File: src/rtl/rdik_pkg.sv
// Shared types, constants and helper functions of the rotary delta kinematics block.
package rdik_pkg;

  localparam int TOWERS    = 3;
  localparam int Q_DEPTH   = 2;
  localparam int IN_W      = 21;
  localparam int STEP_W    = 24;
  localparam int CFG_W     = 64;
  localparam int CFG_IDX_W = 3;
  localparam int R_W       = 26;
  localparam int H_W       = 22;
  localparam int SQ_W      = 48;
  localparam int E_W       = 48;

  localparam logic [CFG_IDX_W-1:0] REG_RADIUS = 3'd0;
  localparam logic [CFG_IDX_W-1:0] REG_GEOM_A = 3'd1;
  localparam logic [CFG_IDX_W-1:0] REG_GEOM_B = 3'd2;
  localparam logic [CFG_IDX_W-1:0] REG_GEOM_C = 3'd3;
  localparam logic [CFG_IDX_W-1:0] REG_ROD    = 3'd4;
  localparam logic [CFG_IDX_W-1:0] REG_SPD    = 3'd5;

  // 180/pi in Q24
  localparam logic [29:0] DEG_PER_RAD_Q24 = 30'd961263669;

  typedef struct packed {
    logic signed [15:0] cs;
    logic signed [15:0] sn;
    logic        [15:0] arm;
    logic signed [15:0] bh;
    logic        [15:0] rod;
    logic        [15:0] spd;
  } rdik_twr_cfg_t;

  typedef rdik_twr_cfg_t [TOWERS-1:0] rdik_twr_cfg_all_t;

  typedef struct packed {
    logic signed [R_W-1:0]  r;
    logic signed [H_W-1:0]  h;
    logic        [SQ_W-1:0] d;
    logic signed [E_W-1:0]  e;
  } rdik_twr_job_t;

  typedef rdik_twr_job_t [TOWERS-1:0] rdik_job_t;

  typedef struct packed {
    logic start;
    logic ack;
  } rdik_lane_ctl_t;

  typedef struct packed {
    logic idle;
    logic done;
    logic unreach;
  } rdik_lane_sts_t;

  typedef enum logic [4:0] {
    L_IDLE, L_PREP, L_DIV1, L_CP, L_DISC, L_SQ1, L_SQ1F, L_NMUL, L_NCALC,
    L_DIV2, L_SRND, L_SSQ, L_SINIT, L_SQ2, L_CINIT, L_CORD, L_DEGM, L_DEGR,
    L_STPM, L_STPR, L_DONE
  } rdik_lane_state_t;

  // arctan(2^-i) in Q30 radians
  function automatic logic [29:0] atan_q30(input logic [4:0] i);
    logic [30:0] tail;
    tail = (31'd1 << (5'd30 - i)) - 31'd1;
    case (i)
      5'd0:    return 30'd843314856;
      5'd1:    return 30'd497837829;
      5'd2:    return 30'd263043836;
      5'd3:    return 30'd133525158;
      5'd4:    return 30'd67021686;
      5'd5:    return 30'd33543515;
      5'd6:    return 30'd16775850;
      5'd7:    return 30'd8388437;
      5'd8:    return 30'd4194282;
      5'd9:    return 30'd2097149;
      default: return tail[29:0];
    endcase
  endfunction

  // shift right by n, round to nearest with ties away from zero
  function automatic logic signed [63:0] rnd_shr(input logic signed [63:0] v,
                                                 input logic [5:0] n);
    logic [63:0] m;
    logic [63:0] q;
    m = v[63] ? 64'(-v) : 64'(v);
    q = (m + (64'd1 << (n - 6'd1))) >> n;
    return v[63] ? -$signed(q) : $signed(q);
  endfunction

endpackage

File: src/rtl/rdik_queue.sv
// Short job queue between the front pipeline and the tower lanes.
module rdik_queue #(
  parameter int DEPTH = rdik_pkg::Q_DEPTH
) (
  input  logic                clk,
  input  logic                rst_n,
  input  logic                push,
  input  rdik_pkg::rdik_job_t wr_job,
  input  logic                pop,
  output rdik_pkg::rdik_job_t rd_job,
  output logic                full,
  output logic                empty
);
  import rdik_pkg::*;

  localparam int PW = (DEPTH > 1) ? $clog2(DEPTH) : 1;
  localparam int CW = $clog2(DEPTH + 1);

  rdik_job_t       mem_r [DEPTH];
  logic [PW-1:0]   wr_ptr_r, rd_ptr_r;
  logic [CW-1:0]   cnt_r;

  assign full   = (cnt_r == CW'(DEPTH));
  assign empty  = (cnt_r == '0);
  assign rd_job = mem_r[rd_ptr_r];

  always_ff @(posedge clk) begin
    if (push) begin
      mem_r[wr_ptr_r] <= wr_job;
    end
  end

  always_ff @(posedge clk) begin
    if (!rst_n) begin
      wr_ptr_r <= '0;
      rd_ptr_r <= '0;
      cnt_r    <= '0;
    end else begin
      if (push) begin
        wr_ptr_r <= (wr_ptr_r == PW'(DEPTH - 1)) ? '0 : wr_ptr_r + 1'b1;
      end
      if (pop) begin
        rd_ptr_r <= (rd_ptr_r == PW'(DEPTH - 1)) ? '0 : rd_ptr_r + 1'b1;
      end
      case ({push, pop})
        2'b10:   cnt_r <= cnt_r + 1'b1;
        2'b01:   cnt_r <= cnt_r - 1'b1;
        default: cnt_r <= cnt_r;
      endcase
    end
  end

endmodule

File: config.mk
export PLATFORM = sky130hd
export DESIGN_NAME = rdik_queue
export DESIGN_NICKNAME = d
export VERILOG_FILES = /design/src/rtl/rdik_pkg.sv /design/src/rtl/rdik_queue.sv
export SDC_FILE = /design/constraint.sdc
export NUM_CORES = 1
export LEC_CHECK = 0
export ABC_AREA = 1
export BUFFER_PORTS_ARGS = -buffer_cell sky130_fd_sc_hd__buf_2
export CAP_MARGIN = 40
export CORE_MARGIN = 4
export CORE_UTILIZATION = 25
export CTS_BUF_LIST = sky130_fd_sc_hd__clkbuf_8
export DETAILED_ROUTE_END_ITERATION = 16
export RECOVER_POWER = 50
export SKIP_LAST_GASP = 1
export SLEW_MARGIN = 15
export SYNTH_ARGS = -nofsm -noshare
export SYNTH_HDL_FRONTEND = slang
export SYNTH_SLANG_ARGS = --single-unit
File: constraint.sdc
create_clock -name clk -period 46.1 [get_ports clk]
set_input_delay 13.83 -clock clk [delete_from_list [all_inputs] [get_ports clk]]
set_output_delay 13.83 -clock clk [all_outputs]
set_load 0.05 [all_outputs]
# Word-level counts from Yosys, hierarchy flattened
# Memories as Yosys holds them, arrays and structs flattened. A register that Yosys moved wholly into a read port is not among the register bits.
# Cells that the tools add are included.
# word_totals
out_inout_bits,434
mem_bits_rw,864
memories,1
elab_cells,20
ff_bits,4
# memory_table
name,depth,width,read_ports,rd_ports_with_merged_regs,wr,line_no,rtl
mem_r,2,432,1,1,1,rdik_queue.sv:19,rdik_job_t mem_r [DEPTH];
# op_classes
n_eq_ne,3
n_addsub,4
n_reduce_logical,2
muxes,7
# op_table
operator,n
$mux 1,6
$eq 2x2->1 const B,2
$pmux 2 s2,1
$add 1x1->1 const B,2
$add 2x1->2 const B,1
$eq 2x1->1 const B,1
$logic_not 2->1,1
$reduce_bool 2->1,1
$sub 2x1->2 const B,1

# Longest topological paths before layout
# logic_depth
ltp_word,4
depth_mapped,7
ltp_nobuf,7

# Worst setup path after synthesis
# OpenSTA, ideal clock, no wires.
# synth_timing
path_type,input to register
from,in push
to,mem mem_r[0][0] in the netlist's numbering (enable)
setup_ps,1249
t_arrival_ps,31962
path_stages,2
slack_ps,12889
n_path_buf,0
t_required_ps,44851
path_cell_list,inv_1 > nor2_1
# synth_via
elab_chain_cells,2
# synth_lines
element,line_no,rtl
"start, declared",rdik_queue.sv:7,"input logic push,"
$mux 1,rdik_queue.sv:28,if (push) begin
$mux 1 (implied by the code),rdik_queue.sv:29,mem_r[wr_ptr_r] <= wr_job;
"end, declared",rdik_queue.sv:19,
# Every way passes these cells.

# Worst setup path after layout
# layout_timing
from,in push
to,mem mem_r[1][229] in the netlist's numbering (enable)
# The elaborated chain is that of the path after synthesis.

==> key figures <==
Die
  • Die footprint: 138000 um2
  • Core area: about 130000 um2
  • Die height: 372 um
  • Chip Width: 372 um
  • Num rows: 133
  • Initial Util: approximately a quarter
  • Ports: 870

Logic synthesis
  • Most common cell in the netlist: edfxtp_1
  • Post-synth EDFFs: approximately 860
  • Most frequent cells after synthesis: 864 x edfxtp_1, 380 x mux2_4, 52 x mux2_2
  • Synth unique cells: 15
  • Largest area contributor in the netlist: edfxtp_1
  • FF+latch count, synth: a little under 900
  • Post-Synthesis Cells: approximately 1400
  • Ys flop type: edfxtp_1
  • Synth top area share: between 70% and 80%
  • Ys async rst share: 0%
  • Syn Std Cell Area: 33100 um2
  • Synthesized area per cell: 24.0 um2
  • Syn Nets: 1816
  • Synth Warn #: 0
  • Most area-consuming cells after synthesis: edfxtp_1 78%, mux2_4 17%, mux2_2 1.8%, buf_8 0.86%, buf_6 0.75%
  • Register area share after synthesis: 78.8%

STA
  • Setup WS post-layout: approximately 26 ns
  • Setup violations, final: 0
  • Slew Limit Fails: just under 200
  • Crit share post-route: between 40% and 50%
  • Final hold vios: 0
  • RSZ-0062 raised after global routing: false
  • Tmin final: ~20 ns
  • Fmax: approximately 0.049 GHz
  • Least-Margin Pin Slew: approximately 5.2 ns
  • Fin Clk Skew: 0.0309 ns
  • Hold WS: 0.506 ns
  • Setup TNS: 0 ns
  • Rel. slew slack: -249%

Power
  • LEAKAGE: between 15 and 20 nW
  • Pwr dens: roughly 44 nW/um2
  • Worst vdd ir: ~0.028 mV
  • Final Total Pwr: about 1.9 mW

Layout
  • Finished Layout Cells: 4263
  • Multi-input gate area: 6390 um2
  • # fillers: approximately 13000
  • Final Util: 31.9%
  • Synth-to-Final Area Change: 26.8%
  • Share of cells above drive strength 1: 51.5%
  • Reg area: approximately 26000 um2
  • Design area: between 40000 and 50000 um2
  • Final nets: ~2800

Clocking
  • Cts hold-fix bufs: 0
  • Resized cells post-CTS: 0
  • Setup Buffers After CTS: 0
  • Total CTS buffers: between 100 and 150
  • CTS max path bufs: 3
  • H-tree depth: 4
  • Clock-pin slew on the worst setup and hold paths: ~0.060 ns
  • CTS tree: yes
  • CTS Sinks: between 800 and 900
  • Worst-Skew Late Latency: 0.80 ns
  • Root Driver: clkbuf_8

Setup path
  • Req. time, crit path: around 47 ns
  • Cells on worst reg2reg path: 6
  • RR Startpoint: wr_ptr_r
  • Crit path capture type: register
  • WS Path Type: in2reg
  • R2r setup slk: 38.63 ns
  • Crit path capture: mem_r[1][229]
  • Worst setup path startpoint: push
  • Critical Path Fanout Max: 91
  • Crit Reg-Reg Endpoint: mem_r[1][229]
  • Crit start category: input pin
  • Crit path DAT: just over 20 ns

Place
  • Port Buffers: approximately 870
  • Pre-CTS worst setup slack: ~28 ns
  • HPWL Detailed: between 60 and 70 mm
  • Post-Place Cell Area: roughly 40000 um2
  • Global placer's final weighted congestion: just under 0.8
  • Placed cells: 3984

Run
  • MaxCap Viol Count: 5

Global routing
  • Vias in the first global route: 17900
  • Antenna violations before repair: between 40 and 50
  • Largest net degree at the start of global routing: ~110
  • GRT met2 Usage: roughly a fifth
  • M1 GR Usage: 11.9%
  • Grt ovf: 0
  • GRT Total Usage: a little under an eighth
  • First-pass GRT wire length: 116 mm
  • Gr busiest metal: met2
  • GRT met3 Usage: roughly 5.5%

Run status
  • Failing checks: capacitance limit, slew limit
  • Status: finished with violations

Route
  • Via count: around 17000
  • # DRC: 0
  • 1st-pass router iterations: 4
  • Total routed wirelength: 84.1 mm
  • Routed vias/inst: between 3 and 4
  • Initial DRC Count: 823
  • Routed len/inst: 19.7 um
  • Final ANT Viol Nets: 0

Hold path
  • Hold_sp: rd_ptr_r
  • Hold Crit Class: reg2reg
==> layer usage <==
layer,part of all wire (%),wire (um),up-vias
met5,0.049,41,-
met4,3.0,2530,8
met3,11,9110,158
met2,51,42900,768
met1,35,29500,8294
li1,-,-,7562
==> worst min path at each step <==
| stage | slack (ns) | endpoint | cells past startpoint |
|---|---|---|---|
| after floorplan | 0.46 | register | 2 |
| after global placement | 0.48 | rd_ptr_r | 2 |
| after detailed placement | 0.50 | rd_ptr_r | 2 |
| after CTS | 0.52 | rd_ptr_r | 2 |
| after global routing | 0.56 | wr_ptr_r | 2 |
| final | 0.51 | rd_ptr_r | 2 |
==> power breakdown <==
group	internal [mW]	leakage [nW]	switching, mW	total, mW
Combinational	0.0891	6.14	0.201	0.290
Clock	0.336	1.58	0.307	0.643
Sequential	0.918	8.15	0.0108	0.929
==> state kept, by name, summed over array words and instances (netlist names), named ones only <==
name,flops
rd_ptr_r,1
cnt_r,2
wr_ptr_r,1
mem_r,864
==> placed cells by master, fill, tap and decap left out, types with 5 or more instances in the layout <==
master and n:
buf_2 643, diode_2 23, buf_1 5, edfxtp_1 864, mux2_2 52, nand2_1 8, nor2_1 12, buf_4 16
clkbuf_1 226, clkinv_2 9, buf_16 7, clkinv_1 23, bufinv_16 6, mux2_4 380, inv_1 58, clkbuf_8 148
==> worst max-delay path: stages <==
cell and delay, ns:
clkbuf_1 0.12, nand2_1 0.10, clkinvlp_2 0.87, clkbuf_1 3.71
buf_4 1.05, buf_4 0.54, buf_16 0.29
==> area by class of cell <==
cell class	count	area share [%]
inverters	6	0.0567
well taps	1755	5.24
diodes	23	0.137
flip-flops and latches	869	62.1
multi-input cells	456	15.3
clock buffers	148	4.86
clock inverters	106	1.67
repair buffers	900	10.6
==> logic make-up (layout without fill, tap and decap cells) <==
family                   Yosys count  after routing  synth area share [%]
AO/OA/AOI/OAI                      2              2                0.0302
adder cells (fa/ha/maj)            1              1                0.0378
buffers and inverters             54           1160                  1.88
flip-flops                       869            869                  78.8
multiplexers                     432            432                  19.0
other                              0             23                     0
AND/OR/NAND/NOR                   21             21                 0.246
No activity file was read; power rests on OpenSTA's default activity.
